`src/hdl/lifs_pkg.sv`:
```
// Shared types, codes and constants for the LED indicator flag sequencer.
package lifs_pkg;

    localparam int CMD_W      = 3;
    localparam int LED_IDX_W  = 4;
    localparam int COLOR_W    = 24;
    localparam int FLAG_W     = 8;
    localparam int CHAN_W     = 8;
    localparam int CFG_IDX_W  = 3;
    localparam int CFG_DATA_W = 24;

    // queue between front and back
    localparam int QUEUE_DEPTH = 2;
    localparam int QPTR_W      = (QUEUE_DEPTH > 1) ? $clog2(QUEUE_DEPTH) : 1;
    localparam int QCNT_W      = $clog2(QUEUE_DEPTH + 1);

    // command codes
    localparam logic [CMD_W-1:0] CMD_SET_COLOR = 3'd0;
    localparam logic [CMD_W-1:0] CMD_REPLACE   = 3'd1;
    localparam logic [CMD_W-1:0] CMD_CLEAR     = 3'd2;
    localparam logic [CMD_W-1:0] CMD_POST      = 3'd3;
    localparam logic [CMD_W-1:0] CMD_READ      = 3'd4;

    // configuration register indexes
    localparam logic [CFG_IDX_W-1:0] CFG_BLINK_MASK = 3'd0;
    localparam logic [CFG_IDX_W-1:0] CFG_ONCE_MASK  = 3'd1;
    localparam logic [CFG_IDX_W-1:0] CFG_LATER_MASK = 3'd2;
    localparam logic [CFG_IDX_W-1:0] CFG_OFF_COLOR  = 3'd3;

    // configuration reset values
    localparam logic [FLAG_W-1:0]  RST_BLINK_MASK = 8'h01;
    localparam logic [FLAG_W-1:0]  RST_ONCE_MASK  = 8'h02;
    localparam logic [FLAG_W-1:0]  RST_LATER_MASK = 8'h04;
    localparam logic [COLOR_W-1:0] RST_OFF_COLOR  = 24'h000000;

    typedef enum logic [2:0] {
        OP_SET_COLOR,
        OP_REPLACE,
        OP_CLEAR,
        OP_READ,
        OP_POST,
        OP_BAD_INDEX
    } t_op;

    typedef struct packed {
        t_op                  op;
        logic [LED_IDX_W-1:0] led_index;
        logic [COLOR_W-1:0]   color;
        logic [FLAG_W-1:0]    flags;
    } t_item;

    typedef struct packed {
        logic  push;
        t_item item;
    } t_q_wr;

    typedef struct packed {
        logic  valid;
        t_item item;
    } t_q_rd;

    typedef struct packed {
        logic [FLAG_W-1:0]  blink_mask;
        logic [FLAG_W-1:0]  once_mask;
        logic [FLAG_W-1:0]  later_mask;
        logic [COLOR_W-1:0] off_color;
    } t_cfg;

endpackage

```
`src/hdl/lifs_if.sv`:
```
// Channel interfaces: command input, result output and configuration write.
interface lifs_in_if;
    logic                           valid;
    logic                           ready;
    logic [lifs_pkg::CMD_W-1:0]     command;
    logic [lifs_pkg::LED_IDX_W-1:0] led_index;
    logic [lifs_pkg::COLOR_W-1:0]   color;
    logic [lifs_pkg::FLAG_W-1:0]    flags;

    modport source (output valid, command, led_index, color, flags, input ready);
    modport sink   (input valid, command, led_index, color, flags, output ready);
endinterface

interface lifs_out_if;
    logic                           valid;
    logic                           ready;
    logic [lifs_pkg::LED_IDX_W-1:0] out_index;
    logic [lifs_pkg::CHAN_W-1:0]    red;
    logic [lifs_pkg::CHAN_W-1:0]    green;
    logic [lifs_pkg::CHAN_W-1:0]    blue;
    logic [lifs_pkg::FLAG_W-1:0]    flag_byte;
    logic                           index_error;
    logic                           last;

    modport source (output valid, out_index, red, green, blue, flag_byte, index_error, last,
                    input ready);
    modport sink   (input valid, out_index, red, green, blue, flag_byte, index_error, last,
                    output ready);
endinterface

interface lifs_cfg_if;
    logic                            valid;
    logic                            ready;
    logic [lifs_pkg::CFG_IDX_W-1:0]  reg_index;
    logic [lifs_pkg::CFG_DATA_W-1:0] wr_data;

    modport source (output valid, reg_index, wr_data, input ready);
    modport sink   (input valid, reg_index, wr_data, output ready);
endinterface

```
`src/hdl/lifs_front.sv`:
```
// Front end: accepts commands, drops unknown codes, tags bad indexes.
module lifs_front #(
    parameter int NUM_LEDS = 7
) (
    lifs_in_if.sink          i_in,
    input  logic             i_q_full,
    output lifs_pkg::t_q_wr  o_q_wr
);
    import lifs_pkg::*;

    logic accept;
    logic drop;
    t_op  op;
    logic bad_index;

    assign i_in.ready = !i_q_full;
    assign accept     = i_in.valid && i_in.ready;

    always_comb begin
        drop = 1'b0;
        case (i_in.command)
            CMD_SET_COLOR: op = OP_SET_COLOR;
            CMD_REPLACE:   op = OP_REPLACE;
            CMD_CLEAR:     op = OP_CLEAR;
            CMD_POST:      op = OP_POST;
            CMD_READ:      op = OP_READ;
            default: begin
                op   = OP_READ;
                drop = 1'b1;
            end
        endcase
    end

    // post ignores the index; everything else is checked against the LED count
    assign bad_index = (op != OP_POST) && (i_in.led_index >= LED_IDX_W'(NUM_LEDS));

    always_comb begin
        o_q_wr.push           = accept && !drop;
        o_q_wr.item.op        = bad_index ? OP_BAD_INDEX : op;
        o_q_wr.item.led_index = i_in.led_index;
        o_q_wr.item.color     = i_in.color;
        o_q_wr.item.flags     = i_in.flags;
    end

endmodule

```
`src/hdl/lifs_queue.sv`:
```
// Short command queue between the front end and the back end.
module lifs_queue (
    input  logic             i_clk,
    input  logic             i_rst_n,
    input  lifs_pkg::t_q_wr  i_q_wr,
    input  logic             i_pop,
    output logic             o_full,
    output lifs_pkg::t_q_rd  o_q_rd
);
    import lifs_pkg::*;

    t_item              r_entry [QUEUE_DEPTH];
    logic [QPTR_W-1:0]  r_wr_ptr;
    logic [QPTR_W-1:0]  r_rd_ptr;
    logic [QCNT_W-1:0]  r_count;
    logic [QPTR_W-1:0]  n_wr_ptr;
    logic [QPTR_W-1:0]  n_rd_ptr;
    logic               do_push;
    logic               do_pop;

    assign o_full       = (r_count == QCNT_W'(QUEUE_DEPTH));
    assign o_q_rd.valid = (r_count != '0);
    assign o_q_rd.item  = r_entry[r_rd_ptr];

    assign do_push = i_q_wr.push && !o_full;
    assign do_pop  = i_pop && o_q_rd.valid;

    assign n_wr_ptr = (r_wr_ptr == QPTR_W'(QUEUE_DEPTH - 1)) ? '0 : r_wr_ptr + 1'b1;
    assign n_rd_ptr = (r_rd_ptr == QPTR_W'(QUEUE_DEPTH - 1)) ? '0 : r_rd_ptr + 1'b1;

    always_ff @(posedge i_clk) begin
        if (!i_rst_n) begin
            r_wr_ptr <= '0;
            r_rd_ptr <= '0;
            r_count  <= '0;
        end else begin
            if (do_push) begin
                r_wr_ptr <= n_wr_ptr;
            end
            if (do_pop) begin
                r_rd_ptr <= n_rd_ptr;
            end
            if (do_push && !do_pop) begin
                r_count <= r_count + 1'b1;
            end else if (do_pop && !do_push) begin
                r_count <= r_count - 1'b1;
            end
        end
    end

    always_ff @(posedge i_clk) begin
        if (do_push) begin
            r_entry[r_wr_ptr] <= i_q_wr.item;
        end
    end

endmodule

```
`src/hdl/lifs_back.sv`:
```
// Back end: indicator state, configuration registers and result sequencing.
module lifs_back #(
    parameter int NUM_LEDS = 7
) (
    input  logic             i_clk,
    input  logic             i_rst_n,
    input  lifs_pkg::t_q_rd  i_q_rd,
    output logic             o_pop,
    lifs_cfg_if.sink         i_cfg,
    lifs_out_if.source       o_out
);
    import lifs_pkg::*;

    localparam int IW = (NUM_LEDS > 1) ? $clog2(NUM_LEDS) : 1;

    typedef enum logic [1:0] {
        S_IDLE = 2'b01,
        S_EXEC = 2'b10
    } t_state;

    t_state r_state;
    t_cfg   r_cfg;

    logic [COLOR_W-1:0] r_steady  [NUM_LEDS];
    logic [COLOR_W-1:0] r_pending [NUM_LEDS];
    logic [FLAG_W-1:0]  r_flag    [NUM_LEDS];
    logic [COLOR_W-1:0] r_shown   [NUM_LEDS];

    t_item              r_item;
    logic [IW-1:0]      r_walk;

    logic                 r_out_valid;
    logic [LED_IDX_W-1:0] r_out_index;
    logic [COLOR_W-1:0]   r_out_color;
    logic [FLAG_W-1:0]    r_out_flags;
    logic                 r_out_error;
    logic                 r_out_last;

    logic               can_emit;
    logic               is_post;
    logic               walk_last;
    logic [IW-1:0]      sel;
    logic [FLAG_W-1:0]  f_cur;
    logic [COLOR_W-1:0] steady_cur;
    logic [COLOR_W-1:0] pending_cur;
    logic [COLOR_W-1:0] shown_cur;
    logic               blink_on;
    logic               once_on;
    logic               later_on;
    logic [COLOR_W-1:0] post_cand;
    logic [FLAG_W-1:0]  post_flags;
    logic               post_commit;
    logic [FLAG_W-1:0]  cmd_flags;
    logic               set_pending;

    assign i_cfg.ready = 1'b1;

    assign can_emit  = !r_out_valid || o_out.ready;
    assign is_post   = (r_item.op == OP_POST);
    assign walk_last = (r_walk == IW'(NUM_LEDS - 1));
    assign o_pop     = (r_state == S_IDLE) && i_q_rd.valid;

    assign sel         = is_post ? r_walk : r_item.led_index[IW-1:0];
    assign f_cur       = r_flag[sel];
    assign steady_cur  = r_steady[sel];
    assign pending_cur = r_pending[sel];
    assign shown_cur   = r_shown[sel];

    assign blink_on = (f_cur & r_cfg.blink_mask) != '0;
    assign once_on  = (f_cur & r_cfg.once_mask) != '0;
    assign later_on = (f_cur & r_cfg.later_mask) != '0;

    // per-indicator post decision
    always_comb begin
        post_cand   = steady_cur;
        post_flags  = f_cur;
        post_commit = 1'b0;
        if (blink_on && (shown_cur != r_cfg.off_color)) begin
            post_cand = r_cfg.off_color;
        end
        if (later_on) begin
            post_commit = !once_on;
            post_flags  = f_cur & ~r_cfg.later_mask;
        end else if (once_on) begin
            post_cand  = pending_cur;
            post_flags = f_cur & ~r_cfg.once_mask;
        end
    end

    assign set_pending = (r_item.flags & (r_cfg.once_mask | r_cfg.later_mask)) != '0;

    always_comb begin
        case (r_item.op)
            OP_SET_COLOR: cmd_flags = r_item.flags;
            OP_REPLACE:   cmd_flags = r_item.flags;
            OP_CLEAR:     cmd_flags = f_cur & ~r_item.flags;
            default:      cmd_flags = f_cur;
        endcase
    end

    always_ff @(posedge i_clk) begin
        if (!i_rst_n) begin
            r_state           <= S_IDLE;
            r_out_valid       <= 1'b0;
            r_walk            <= '0;
            r_cfg.blink_mask  <= RST_BLINK_MASK;
            r_cfg.once_mask   <= RST_ONCE_MASK;
            r_cfg.later_mask  <= RST_LATER_MASK;
            r_cfg.off_color   <= RST_OFF_COLOR;
            for (int i = 0; i < NUM_LEDS; i++) begin
                r_steady[i]  <= '0;
                r_pending[i] <= '0;
                r_flag[i]    <= '0;
                r_shown[i]   <= '0;
            end
        end else begin
            if (i_cfg.valid && i_cfg.ready) begin
                case (i_cfg.reg_index)
                    CFG_BLINK_MASK: r_cfg.blink_mask <= i_cfg.wr_data[FLAG_W-1:0];
                    CFG_ONCE_MASK:  r_cfg.once_mask  <= i_cfg.wr_data[FLAG_W-1:0];
                    CFG_LATER_MASK: r_cfg.later_mask <= i_cfg.wr_data[FLAG_W-1:0];
                    CFG_OFF_COLOR:  r_cfg.off_color  <= i_cfg.wr_data[COLOR_W-1:0];
                    default: begin
                    end
                endcase
            end

            if ((r_state == S_EXEC) && can_emit) begin
                r_out_valid <= 1'b1;
            end else if (r_out_valid && o_out.ready) begin
                r_out_valid <= 1'b0;
            end

            case (r_state)
                S_IDLE: begin
                    if (i_q_rd.valid) begin
                        r_walk  <= '0;
                        r_state <= S_EXEC;
                    end
                end
                S_EXEC: begin
                    if (can_emit) begin
                        case (r_item.op)
                            OP_POST: begin
                                r_flag[sel]  <= post_flags;
                                r_shown[sel] <= post_cand;
                                if (post_commit) begin
                                    r_steady[sel] <= pending_cur;
                                end
                                if (walk_last) begin
                                    r_walk  <= '0;
                                    r_state <= S_IDLE;
                                end else begin
                                    r_walk <= r_walk + 1'b1;
                                end
                            end
                            OP_BAD_INDEX: begin
                                r_state <= S_IDLE;
                            end
                            default: begin
                                if (r_item.op == OP_SET_COLOR) begin
                                    if (set_pending) begin
                                        r_pending[sel] <= r_item.color;
                                    end else begin
                                        r_steady[sel] <= r_item.color;
                                    end
                                end
                                r_flag[sel] <= cmd_flags;
                                r_state     <= S_IDLE;
                            end
                        endcase
                    end
                end
                default: begin
                    r_state <= S_IDLE;
                end
            endcase
        end
    end

    // command and result payload
    always_ff @(posedge i_clk) begin
        if (o_pop) begin
            r_item <= i_q_rd.item;
        end
        if ((r_state == S_EXEC) && can_emit) begin
            case (r_item.op)
                OP_POST: begin
                    r_out_index <= LED_IDX_W'(r_walk);
                    r_out_color <= post_cand;
                    r_out_flags <= post_flags;
                    r_out_error <= 1'b0;
                    r_out_last  <= walk_last;
                end
                OP_BAD_INDEX: begin
                    r_out_index <= r_item.led_index;
                    r_out_color <= '0;
                    r_out_flags <= '0;
                    r_out_error <= 1'b1;
                    r_out_last  <= 1'b1;
                end
                default: begin
                    r_out_index <= r_item.led_index;
                    r_out_color <= shown_cur;
                    r_out_flags <= cmd_flags;
                    r_out_error <= 1'b0;
                    r_out_last  <= 1'b1;
                end
            endcase
        end
    end

    assign o_out.valid       = r_out_valid;
    assign o_out.out_index   = r_out_index;
    assign o_out.red         = r_out_color[CHAN_W-1:0];
    assign o_out.green       = r_out_color[2*CHAN_W-1:CHAN_W];
    assign o_out.blue        = r_out_color[3*CHAN_W-1:2*CHAN_W];
    assign o_out.flag_byte   = r_out_flags;
    assign o_out.index_error = r_out_error;
    assign o_out.last        = r_out_last;

endmodule

```
`src/hdl/led_indicator_flag_sequencer.sv`:
```
// Top level of the LED indicator flag sequencer.
// Usage:
//   i_in  : command channel (command, led_index, color, flags), valid/ready.
//   o_out : result channel (out_index, red, green, blue, flag_byte, index_error, last).
//   i_cfg : register writes (reg_index, wr_data); always ready, apply while idle.
// Set color, replace, clear and read flags give one result; post gives NUM_LEDS
// results in index order with last on the final one. Unknown commands give none.
// A command index at or above NUM_LEDS gives one result with index_error set.
// A command is written into the queue, popped into the back end's command
// register, and each result is then registered. A post walks one indicator per
// cycle through the single state read port, pausing while the result register stalls.
// A two-entry queue lets new commands be taken while the back end works.
// When o_out.ready is low the result register holds and the walk pauses; the
// queue then fills and i_in.ready drops.
// Reset clears all colors and flags to zero and loads the default flag masks.
module led_indicator_flag_sequencer #(
    parameter int NUM_LEDS = 7
) (
    input  logic        i_clk,
    input  logic        i_rst_n,
    lifs_in_if.sink     i_in,
    lifs_cfg_if.sink    i_cfg,
    lifs_out_if.source  o_out
);
    import lifs_pkg::*;

    t_q_wr q_wr;
    t_q_rd q_rd;
    logic  q_full;
    logic  q_pop;

    lifs_front #(
        .NUM_LEDS (NUM_LEDS)
    ) u_front (
        .i_in     (i_in),
        .i_q_full (q_full),
        .o_q_wr   (q_wr)
    );

    lifs_queue u_queue (
        .i_clk   (i_clk),
        .i_rst_n (i_rst_n),
        .i_q_wr  (q_wr),
        .i_pop   (q_pop),
        .o_full  (q_full),
        .o_q_rd  (q_rd)
    );

    lifs_back #(
        .NUM_LEDS (NUM_LEDS)
    ) u_back (
        .i_clk   (i_clk),
        .i_rst_n (i_rst_n),
        .i_q_rd  (q_rd),
        .o_pop   (q_pop),
        .i_cfg   (i_cfg),
        .o_out   (o_out)
    );

endmodule

```
`src/flat_wrapper.sv`:
```
// flat-port wrapper written by rule: the top's interface ports become plain ports
module led_indicator_flag_sequencer_flat import lifs_pkg::*;
#(
    parameter int NUM_LEDS = 7
)
  (i_clk, i_rst_n, i_in_valid, i_in_command, i_in_led_index, i_in_color, i_in_flags, i_in_ready, i_cfg_valid, i_cfg_reg_index, i_cfg_wr_data, i_cfg_ready, o_out_valid, o_out_out_index, o_out_red, o_out_green, o_out_blue, o_out_flag_byte, o_out_index_error, o_out_last, o_out_ready);
  lifs_in_if i_in_i ();
  lifs_cfg_if i_cfg_i ();
  lifs_out_if o_out_i ();
  input  logic i_clk;
  input  logic i_rst_n;
  input wire logic [$bits(i_in_i.valid)-1:0] i_in_valid;
  input wire logic [$bits(i_in_i.command)-1:0] i_in_command;
  input wire logic [$bits(i_in_i.led_index)-1:0] i_in_led_index;
  input wire logic [$bits(i_in_i.color)-1:0] i_in_color;
  input wire logic [$bits(i_in_i.flags)-1:0] i_in_flags;
  output wire logic [$bits(i_in_i.ready)-1:0] i_in_ready;
  input wire logic [$bits(i_cfg_i.valid)-1:0] i_cfg_valid;
  input wire logic [$bits(i_cfg_i.reg_index)-1:0] i_cfg_reg_index;
  input wire logic [$bits(i_cfg_i.wr_data)-1:0] i_cfg_wr_data;
  output wire logic [$bits(i_cfg_i.ready)-1:0] i_cfg_ready;
  output wire logic [$bits(o_out_i.valid)-1:0] o_out_valid;
  output wire logic [$bits(o_out_i.out_index)-1:0] o_out_out_index;
  output wire logic [$bits(o_out_i.red)-1:0] o_out_red;
  output wire logic [$bits(o_out_i.green)-1:0] o_out_green;
  output wire logic [$bits(o_out_i.blue)-1:0] o_out_blue;
  output wire logic [$bits(o_out_i.flag_byte)-1:0] o_out_flag_byte;
  output wire logic [$bits(o_out_i.index_error)-1:0] o_out_index_error;
  output wire logic [$bits(o_out_i.last)-1:0] o_out_last;
  input wire logic [$bits(o_out_i.ready)-1:0] o_out_ready;
  assign i_in_i.valid = i_in_valid;
  assign i_in_i.command = i_in_command;
  assign i_in_i.led_index = i_in_led_index;
  assign i_in_i.color = i_in_color;
  assign i_in_i.flags = i_in_flags;
  assign i_in_ready = i_in_i.ready;
  assign i_cfg_i.valid = i_cfg_valid;
  assign i_cfg_i.reg_index = i_cfg_reg_index;
  assign i_cfg_i.wr_data = i_cfg_wr_data;
  assign i_cfg_ready = i_cfg_i.ready;
  assign o_out_valid = o_out_i.valid;
  assign o_out_out_index = o_out_i.out_index;
  assign o_out_red = o_out_i.red;
  assign o_out_green = o_out_i.green;
  assign o_out_blue = o_out_i.blue;
  assign o_out_flag_byte = o_out_i.flag_byte;
  assign o_out_index_error = o_out_i.index_error;
  assign o_out_last = o_out_i.last;
  assign o_out_i.ready = o_out_ready;
  led_indicator_flag_sequencer #(.NUM_LEDS(NUM_LEDS)) u_core (.i_clk(i_clk), .i_rst_n(i_rst_n), .i_in(i_in_i), .i_cfg(i_cfg_i), .o_out(o_out_i));
endmodule
```
`config.mk`:
```
export PLATFORM = sky130hd
export DESIGN_NAME = led_indicator_flag_sequencer_flat
export DESIGN_NICKNAME = d
export VERILOG_FILES = /design/src/hdl/lifs_pkg.sv /design/src/hdl/lifs_if.sv /design/src/hdl/lifs_front.sv /design/src/hdl/lifs_queue.sv /design/src/hdl/lifs_back.sv /design/src/hdl/led_indicator_flag_sequencer.sv /design/src/flat_wrapper.sv
export SDC_FILE = /design/constraint.sdc
export NUM_CORES = 1
export LEC_CHECK = 0
export ABC_CLOCK_PERIOD_IN_PS = 13200
export BUFFER_PORTS_ARGS = -buffer_cell sky130_fd_sc_hd__buf_2
export CORE_MARGIN = 4
export CORE_UTILIZATION = 35
export CTS_CLUSTER_DIAMETER = 40
export CTS_CLUSTER_SIZE = 10
export DETAILED_ROUTE_END_ITERATION = 8
export GPL_ROUTABILITY_DRIVEN = 0
export PLACE_DENSITY_LB_ADDON = 0.3
export SETUP_SLACK_MARGIN = 0.02
export SYNTH_ARGS = -nofsm -noshare
export SYNTH_HDL_FRONTEND = slang
export SYNTH_SLANG_ARGS = --single-unit
```
`constraint.sdc`:
```
create_clock -name i_clk -period 13.2 [get_ports i_clk]
set_input_delay 1.32 -clock i_clk [delete_from_list [all_inputs] [get_ports i_clk]]
set_output_delay 1.32 -clock i_clk [all_outputs]
set_load 0.03 [all_outputs]
```
# Word-level counts from Yosys, hierarchy flattened
# Memories as Yosys holds them, arrays and structs flattened. A register that Yosys moved wholly into a read port is not among the register bits.
# Cells that the tools add are included.
[word_totals]
reg_bits = 96
mem_bits_rw = 638
in_bits = 71
out_inout_bits = 41
elab_cells = 179
memories = 5
[mem_list]
columns = ["memory", "depth", "width", "rd", "rd_clocked_by_memory_dff", "wr", "line_no", "rtl"]
rows = [
  ["u_core.u_back.r_pending", 7, 24, 1, 0, 7, "lifs_back.sv:25", "logic [COLOR_W-1:0] r_pending [NUM_LEDS];"],
  ["u_core.u_back.r_shown", 7, 24, 1, 0, 7, "lifs_back.sv:27", "logic [COLOR_W-1:0] r_shown [NUM_LEDS];"],
  ["u_core.u_back.r_steady", 7, 24, 1, 0, 7, "lifs_back.sv:24", "logic [COLOR_W-1:0] r_steady [NUM_LEDS];"],
  ["u_core.u_queue.r_entry", 2, 39, 1, 1, 1, "lifs_queue.sv:12", "t_item r_entry [QUEUE_DEPTH];"],
  ["u_core.u_back.r_flag", 7, 8, 1, 0, 7, "lifs_back.sv:26", "logic [FLAG_W-1:0] r_flag [NUM_LEDS];"],
]
[op_classes]
n_addsub = 5
order_cmp = 1
eq_ne = 21
muxes = 77
bitwise = 13
reduce_logical = 41
[op_table]
columns = ["operator", "n"]
rows = [
  ["$mux 24", 7],
  ["$reduce_or 24->1", 3],
  ["$and 8x8->8", 7],
  ["$pmux 24 s2", 1],
  ["$mux 1", 43],
  ["$mux 3", 11],
  ["$mux 8", 4],
  ["$pmux 8 s2", 2],
  ["$reduce_bool 8->1", 4],
  ["$ne 24x24->1", 1],
  ["$not 8->8", 3],
  ["$eq 3x2->1 const B", 5],
  ["$eq 3x3->1 const B", 4],
  ["$mux 2", 6],
  ["$pmux 3 s4", 1],
  ["$logic_and 1x1->1", 11],
  ["$eq 3x1->1 const B", 3],
  ["$logic_not 3->1", 3],
  ["$or 8x8->8", 1],
  ["$reduce_and 2->1", 4],
  ["$reduce_bool 2->1", 4],
  ["$reduce_or 8->1", 1],
  ["$ne 2x2->1 const B", 3],
  ["$ne 3x3->1 const B", 2],
  ["16 further kinds", 24],
]

# Logic depth before layout (Yosys ltp)
# Gate-level depths: netlist (run 1).
# An unclocked memory read counts as a cell.
[depth]
ltp_word = 16
mapped_depth = 19
depth_no_buf = 12

# Hierarchy
# From an unflattened synthesis (run 1), not the netlist that was laid out.
[unflattened]
cells_unflattened = 3660
hier_area_um2 = 40349.9
[by_module_without_submodules]
columns = ["mod", "n_inst", "cells_per_inst", "area_each_um2", "seq_area_each_um2"]
rows = [
  ["lifs_back", 1, 3468, 36974.2, 21810.9],
  ["lifs_queue", 1, 146, 3044.2, 2442.3],
  ["lifs_front", 1, 46, 331.6, 0.0],
]

# Worst setup path before layout (run 1)
# OpenSTA, ideal clock, no wires.
[synth_path]
path_type = "input -> register"
startpoint = "input o_out_ready"
endpoint = "memory u_core.u_back.r_pending[7][0], enable pin"
setup_ps = 466
arrival_time_ps = 5885
required_ps = 12734
setup_slack_ps = 6849
stages = 7
n_path_buf = 2
path_cell_list = "nand2b_1 -> nor2b_1 -> clkbuf_1 -> and2_1 -> clkbuf_1 -> nand2_1 -> nor4_1"
[synth_lines]
columns = ["element", "line_no", "rtl"]
rows = [
  ["start, declared", "flat_wrapper.sv:30", "input wire logic [$bits(o_out_i.ready)-1:0] o_out_ready;"],
  ["end, declared", "lifs_back.sv:25", ""],
]

==> metrics.yaml, run 1 <==
cells_and_area:
  design_area_um2: 46340
  ff_latch_area_um2: 24240
  syn_to_final_growth_pct: 16.79
  multi_input_area_um2: 14130
  final_core_util_pct: 41.19
  num-fill-cells: 10610
  drive_above_1_share_pct: 15.43
  nets: 3736
timing:
  skew_ns: 0.03889
  finalSetupViolations: 0
  period_share_pct: 49.29
  clock.fmax_mhz: 153.7
  hold_viol: 0
  fin_crit_ns: 6.506
  setup_tns_ns: 0
  worst_pin_slew_ns: 1.218
  slew_viol_final: 0
  rsz0062_at_grt: "false"
  slew_headroom_pct: 18.58
worst_setup_path:
  critPathTopFamily: "simple AND/OR/NAND/NOR gates"
  crit_chain: "or3b_4 > buf_4 > nand2_1 > o22ai_1 > buf_4 > a2111oi_0 > buf_4 > a222oi_1 > and3_1 > nor3_2 > a31oi_1 > nor2_2 > buf_4 > nand2_1 > buf_4 > nand2_1 > buf_4"
  crit_buf_inv: 6
  cp.required_ns: 13.66
  r2r_slack_ns: 6.69
  reg2reg_depth: 17
  timing.rr.end: "u_core.u_back.r_steady[2][10]"
  r2r_start: "u_core.u_back.r_item[37]"
  endpoint_kind: "flip-flop"
  cp-start-kind: "flip-flop"
  path_class: "flip-flop to flip-flop"
  critPathSlowestCell: "edfxtp_1"
  arrival_ns: 6.96
  critPathMaxStageDelay_ns: 0.76
  path_common_cell: "buf_4"
  worst-path-max-fanout: 58
clock_network:
  clk_path_buf_depth: 3
  cts_resized: 0
  cts_tree: "yes"
  post_cts_buffers: 0
  cts_inserted_buffers: 131
  h-tree-depth: 4
  insertion_delay_ns: 0.74
  clk_pin_slew_ns: 0.05
  holdBufCountCts: 0
  root_buffer: "clkbuf_16"
  cts_sinks: 853
pwr:
  vdd_drop_max_mv: 0.1688
  leakage_uw: 0.01680
  p_per_area_nw_per_um2: 210.7
grt:
  grt_first_pass_wirelength_mm: 190.2
  track_usage_pct: 21.49
  grt_pass1_vias: 28670
  overflow: 0
  grt_max_degree: 140
  grt_antenna_before_repair: 8
yosys:
  synthTopCellsByCount: "edfxtp_1, nand2_1, nor2_1, mux2i_1, clkbuf_1"
  yosysMostFrequentCell: "edfxtp_1"
  synth_cells: 3597
  syn_area_um2: 39680
  ys_types: 81
  synth.avg_cell_area_um2: 11.03
  synthTopCellsByArea: "edfxtp_1, dfxtp_1, nand2_1"
  synth_top_area_share_pct: 54.11
  synth_area_leader_cell: "edfxtp_1"
  synthFlopType: "edfxtp_1"
  synth_nets: 3669
  seq_area_frac_synth_pct: 61.08
  yosys_warnings: 0
  ys_ff_latch: 853
  synthArstFlopShare_pct: 0
  synth_edf_count: 715
die:
  die_w_um: 344.7
  start_util_pct: 35.27
  fp-row-count: 123
  io_pins: 112
  core_area_um2: 112500
  die_height_um: 344.7
  die_area_um2: 118800
route:
  wl_mm: 130.5
  num_vias: 29620
  drt_iter0_drc: 3149
  vias_per_cell: 5.617
  post-route-drc-count: 0
  dr.pass1.iters: 5
  wl_per_cell_um: 24.74
  postRouteAntennaNets: 0
placed_design:
  place_area_um2: 41780
  io_buffer_count: 110
  hpwl_mm: 79.22
min_path:
  hold_class: "flip-flop to flip-flop"
  hold_path_end: "u_core.u_back.r_cfg[40]"
  min_from: "u_core.u_back.r_cfg[40]"
  whs_path_depth: 2
outcome:
  status: "finished clean"
flow_run:
  max_cap_viol_count: 0
[registers in the layout, indices dropped and copies added (netlist names)]
name                             count
u_core.u_back.r_pending            192
u_core.u_back.r_shown              192
u_core.u_back.r_steady             192
u_core.u_queue.r_entry              78
u_core.u_back.r_flag                64
u_core.u_back.r_cfg                 48
u_core.u_back.r_item                39
u_core.u_back.r_out_color           24
u_core.u_back.o_out.flag_byte        8
u_core.u_back.o_out.out_index        4
u_core.u_back.r_walk                 3
u_core.u_back.r_state                2
u_core.u_queue.r_count               2
u_core.u_back.o_out.index_error      1
u_core.u_back.o_out.last             1
u_core.u_back.o_out.valid            1
u_core.u_queue.r_rd_ptr              1
u_core.u_queue.r_wr_ptr              1
[cell type report]
cell class	count	area share, %
diodes	2	0.01080
multi-input cells	2392	30.48
flip-flops and latches	853	52.30
clock inverters	67	2.039
well taps	1500	4.050
repair buffers	187	2.495
clock buffers	173	7.793
inverters	99	0.8235
[worst max path at each step]
stage	start	end	slack, ns	depth (start not counted)
after floorplan	o_out_ready	u_core.u_back.r_pending[7][0]	6.85	7
after global placement	u_core.u_back.r_item[37]	u_core.u_back.r_steady[2][14]	6.93	17
after detailed placement	u_core.u_back.r_item[37]	u_core.u_back.r_steady[2][12]	6.82	17
after CTS	u_core.u_back.r_item[37]	u_core.u_back.r_steady[2][14]	6.79	17
after global routing	u_core.u_back.r_item[37]	u_core.u_back.r_steady[2][10]	6.37	17
final	u_core.u_back.r_item[37]	u_core.u_back.r_steady[2][10]	6.69	17
[report_power, final]
| group | switching, µW | internal (µW) |
|---|---|---|
| Combinational | 2120 | 829 |
| Sequential | 141 | 3110 |
| Clock | 1290 | 2260 |
| Total | 3560 | 6210 |
[cells in the final DEF, fill, tap and decap left out, types with 17 or more instances in the layout]
| master | count |
|---|---|
| edfxtp_1 | 715 |
| nand2_1 | 650 |
| o211ai_1 | 17 |
| a21oi_1 | 96 |
| mux2i_1 | 176 |
| clkbuf_1 | 29 |
| o211a_1 | 28 |
| nor2_1 | 490 |
| and2_1 | 38 |
| nor2b_1 | 33 |
| mux4_2 | 22 |
| a211oi_1 | 51 |
| clkbuf_16 | 135 |
| dfxtp_1 | 135 |
| a21boi_0 | 47 |
| o21ai_0 | 40 |
| and3_1 | 101 |
| xnor2_1 | 17 |
| a21oi_2 | 21 |
| o211ai_2 | 20 |
| buf_2 | 109 |
| nand3_1 | 135 |
| a311oi_1 | 49 |
| buf_4 | 76 |
| a31oi_1 | 69 |
| inv_1 | 94 |
| mux2_2 | 73 |
[worst min-delay path, stage by stage, from the launching register on]
cell and delay (ns):
dfxtp_1 0.32, nand2_1 0.05, nand3_1 0.06
[per-layer routing]
metal	wire (µm)	global-route usage [%]
met2	57500	32.45
met5	34	0
met4	5062	8.503
met1	55240	29.79
met3	12640	5.263
[cell families after synthesis]
| group | count (synthesis) | share of synthesized area, % |
|---|---|---|
| and+or+nand+nor | 1556 | 16.90 |
| DFF | 853 | 61.08 |
| AOI/OAI and AO/OA | 543 | 10.05 |
| buffers and inverters | 352 | 3.705 |
| muxes | 273 | 7.827 |
| xor gates and xnor gates | 18 | 0.3973 |
| adders and majority gates | 1 | 0.03153 |
| other | 1 | 0.009451 |
[through the flow]
step | worst slack, ns | hold WS [ns] | instances | power [µW]
5_1_grt | 6.370 | 0.5013 | 5272 | 10090
3_3_place_gp | 6.933 | 0.4572 | 5031 | 6180
2_1_floorplan | 6.849 | 0.4397 | 3597 | 5086
6_report | 6.694 | 0.4672 | 5273 | 9762
4_1_cts | 6.794 | 0.4709 | 5271 | 9756
3_5_place_dp | 6.816 | 0.4575 | 5031 | 6194
Power figures use the tool's default switching activity.
==> run 2: changes to the inputs <==
Settings changed: ABC_CLOCK_PERIOD_IN_PS 13200 to 5700.
Clock period 13.2 ns to 5.7 ns, I/O delays scaled along.
==> metrics.yaml, run 2 (synthesis results as in run 1) <==
worst_setup_path:
  cp.required_ns: 6.16  # -7.50 ns
  path_class: "flip-flop to flip-flop"
  path_common_cell: "mux2i_1"
  crit_chain: "or3b_4 > a21oi_4 > mux2i_1 > a22o_1 > o21ai_0 > nand4b_1 > or3_1 > o41a_2 > buf_12 > mux2i_1 > a21oi_1 > nor2_1"
  r2r_start: "u_core.u_back.r_item[38]"
  crit_buf_inv: 1  # -5
  worst-path-max-fanout: 18  # -69%
  cp-start-kind: "flip-flop"
  crit_start: "u_core.u_back.r_item[38]"
  critPathSlowestCell: "o41a_2"
  critPathMaxStageDelay_ns: 0.65  # -0.11 ns
  arrival_ns: 5.83  # -1.13 ns
  endpoint_kind: "flip-flop"
  critPathTopFamily: "compound AO/OA/AOI/OAI gates"
cells_and_area:
  design_area_um2: 46940  # +1.3%
  drive_above_1_share_pct: 15.89  # +0.46 points
  reg_top3: "u_core.u_back.r_pending: 192 flops, u_core.u_back.r_shown: 192 flops, u_core.u_back.r_steady: 192 flops"
  final_cell_mix: "edfxtp_1, nand2_1, nor2_1, mux2i_1, clkbuf_16"
  nets: 3800  # +1.7%
  syn_to_final_growth_pct: 18.30
  mostFrequentLayoutCell: "edfxtp_1"
clock_network:
  insertion_delay_ns: 0.75  # about the same
  cts_sinks: 853  # unchanged
  clk_path_buf_depth: 3  # unchanged
  cts_tree: "yes"
  root_buffer: "clkbuf_16"
  post_cts_buffers: 0  # unchanged
  cts_inserted_buffers: 135  # +3.1%
  h-tree-depth: 4  # unchanged
  clk_pin_slew_ns: 0.05  # about the same
pwr:
  vdd_drop_max_mv: 0.4435  # +160%
  p_per_area_nw_per_um2: 481.6  # +130%
  leakage_uw: 0.01710  # +1.8%
route:
  vias_per_cell: 5.510  # -1.9%
  drt_iter0_drc: 3202  # +1.7%
  dr.pass1.iters: 7  # +2
  post-route-drc-count: 0  # unchanged
  num_vias: 29430  # -0.62%
  postRouteAntennaNets: 0  # unchanged
  wl_per_cell_um: 23.94  # -3.2%
  wl_mm: 127.9  # -2.0%
flow_run:
  max_cap_viol_count: 0  # unchanged
timing:
  hold_viol: 0  # unchanged
  rsz0062_at_grt: "false"
  finalSetupViolations: 0  # unchanged
  clock.fmax_mhz: 186.1  # +21%
  period_share_pct: 94.28  # +45 points
  skew_ns: 0.03387  # -0.005015 ns
  setup_tns_ns: 0  # unchanged
  fin_crit_ns: 5.374  # -1.132 ns
  slew_headroom_pct: 29.66  # +11 points
  worst_pin_slew_ns: 1.051  # -0.1671 ns
  slew_viol_final: 0  # unchanged
grt:
  grt_max_degree: 140  # unchanged
  track_usage_pct: 21.10  # -0.39 points
  grt_first_pass_wirelength_mm: 186.4  # -2.0%
  grt_pass1_vias: 28230  # -1.5%
  overflow: 0  # unchanged
  grt_antenna_before_repair: 4  # -4
placed_design:
  hpwl_mm: 79.94  # +0.91%
  place_area_um2: 42080  # +0.72%
  io_buffer_count: 110  # unchanged
min_path:
  min_from: "i_in_flags[5]"
  hold_class: "input pin to flip-flop"
die:
  fp-row-count: 123  # unchanged
  io_pins: 112  # unchanged
  die_area_um2: 118800  # unchanged
  die_w_um: 344.7  # unchanged
  die_height_um: 344.7  # unchanged
  start_util_pct: 35.27  # unchanged
  core_area_um2: 112500  # unchanged
outcome:
  status: "finished clean"
run 2: cell types whose count changed in the layout (fill, tap and decap cells not counted), sizes merged:
| cell | before | now |
|---|---|---|
| clkinvlp | 10 | 11 |
| diode | 2 | 3 |
| clkinv | 33 | 46 |
| clkbuf | 173 | 174 |
| dlygate4sd3 | 0 | 28 |
| buf | 187 | 218 |
| bufinv | 16 | 9 |
| or3b | 1 | 2 |
run 2: layout make-up:
| type | count | area (µm²) |
|---|---|---|
| diodes | 3 | 7.507 |
| clock buffers | 174 | 3669 |
| clock inverters | 74 | 887.1 |
| fillers | 10620 | 65560 |
| inverters | 99 | 381.6 |
| multi-input cells | 2393 | 14110 |
| flip-flops and latches | 853 | 24240 |
| well taps | 1500 | 1877 |
| repair buffers | 246 | 1769 |
run 2: final timing paths:
check                                  to  slack [ns]  cells after the start
max          u_core.u_back.r_shown[7][22]        0.33                     12
min          u_core.u_queue.r_entry[0][5]        0.04                      1
max reg2reg  u_core.u_back.r_shown[7][22]        0.33                     12
min reg2reg       u_core.u_back.r_cfg[43]        0.48                      2
run 2: timing repair:
item / CTS / global route
setup endpoints to repair: 0 / 32
hold endpoints to repair: 56 / 0
hold buffers: 28 / 0
resized for setup: 0 / 1
run 2: metal layers:
layer / track usage, % / up-vias / share of wire (%)
li1: - / 13260 / -
met5: 0 / - / 0.0055
met3: 5.411 / 224 / 9.6
met2: 31.90 / 1415 / 44
met1: 29.12 / 14540 / 42
met4: 8.233 / 2 / 3.5
run 2: worst register-to-register path, stage by stage (launching register included):
cell,delay [ns]
edfxtp_1,0.59
or3b_4,0.60
a21oi_4,0.59
mux2i_1,0.21
a22o_1,0.27
o21ai_0,0.58
nand4b_1,0.15
or3_1,0.42
o41a_2,0.65
buf_12,0.22
mux2i_1,0.15
a21oi_1,0.54
nor2_1,0.12
run 2: per-stage QoR:
step | power (µW) | std cells | worst slack [ns] | util [%] | hold slack (ns)
after floorplan | 11780 | 3597 | 0.09875 | - | 0.4397
after global placement | 14450 | 5062 | 0.4699 | 37.40 | 0.4560
after detailed placement | 14490 | 5062 | 0.3551 | 37.40 | 0.4678
after CTS | 22620 | 5338 | 0.3493 | 41.70 | 0.001280
after global routing | 23430 | 5341 | 0.03575 | 41.72 | 0.01134
final | 22610 | 5342 | 0.3258 | 41.72 | 0.03850
run 2: power breakdown:
| group | internal, µW | switching (µW) |
|---|---|---|
| combinational | 2030 | 4920 |
| sequential | 7210 | 345 |
| clock | 5030 | 3070 |
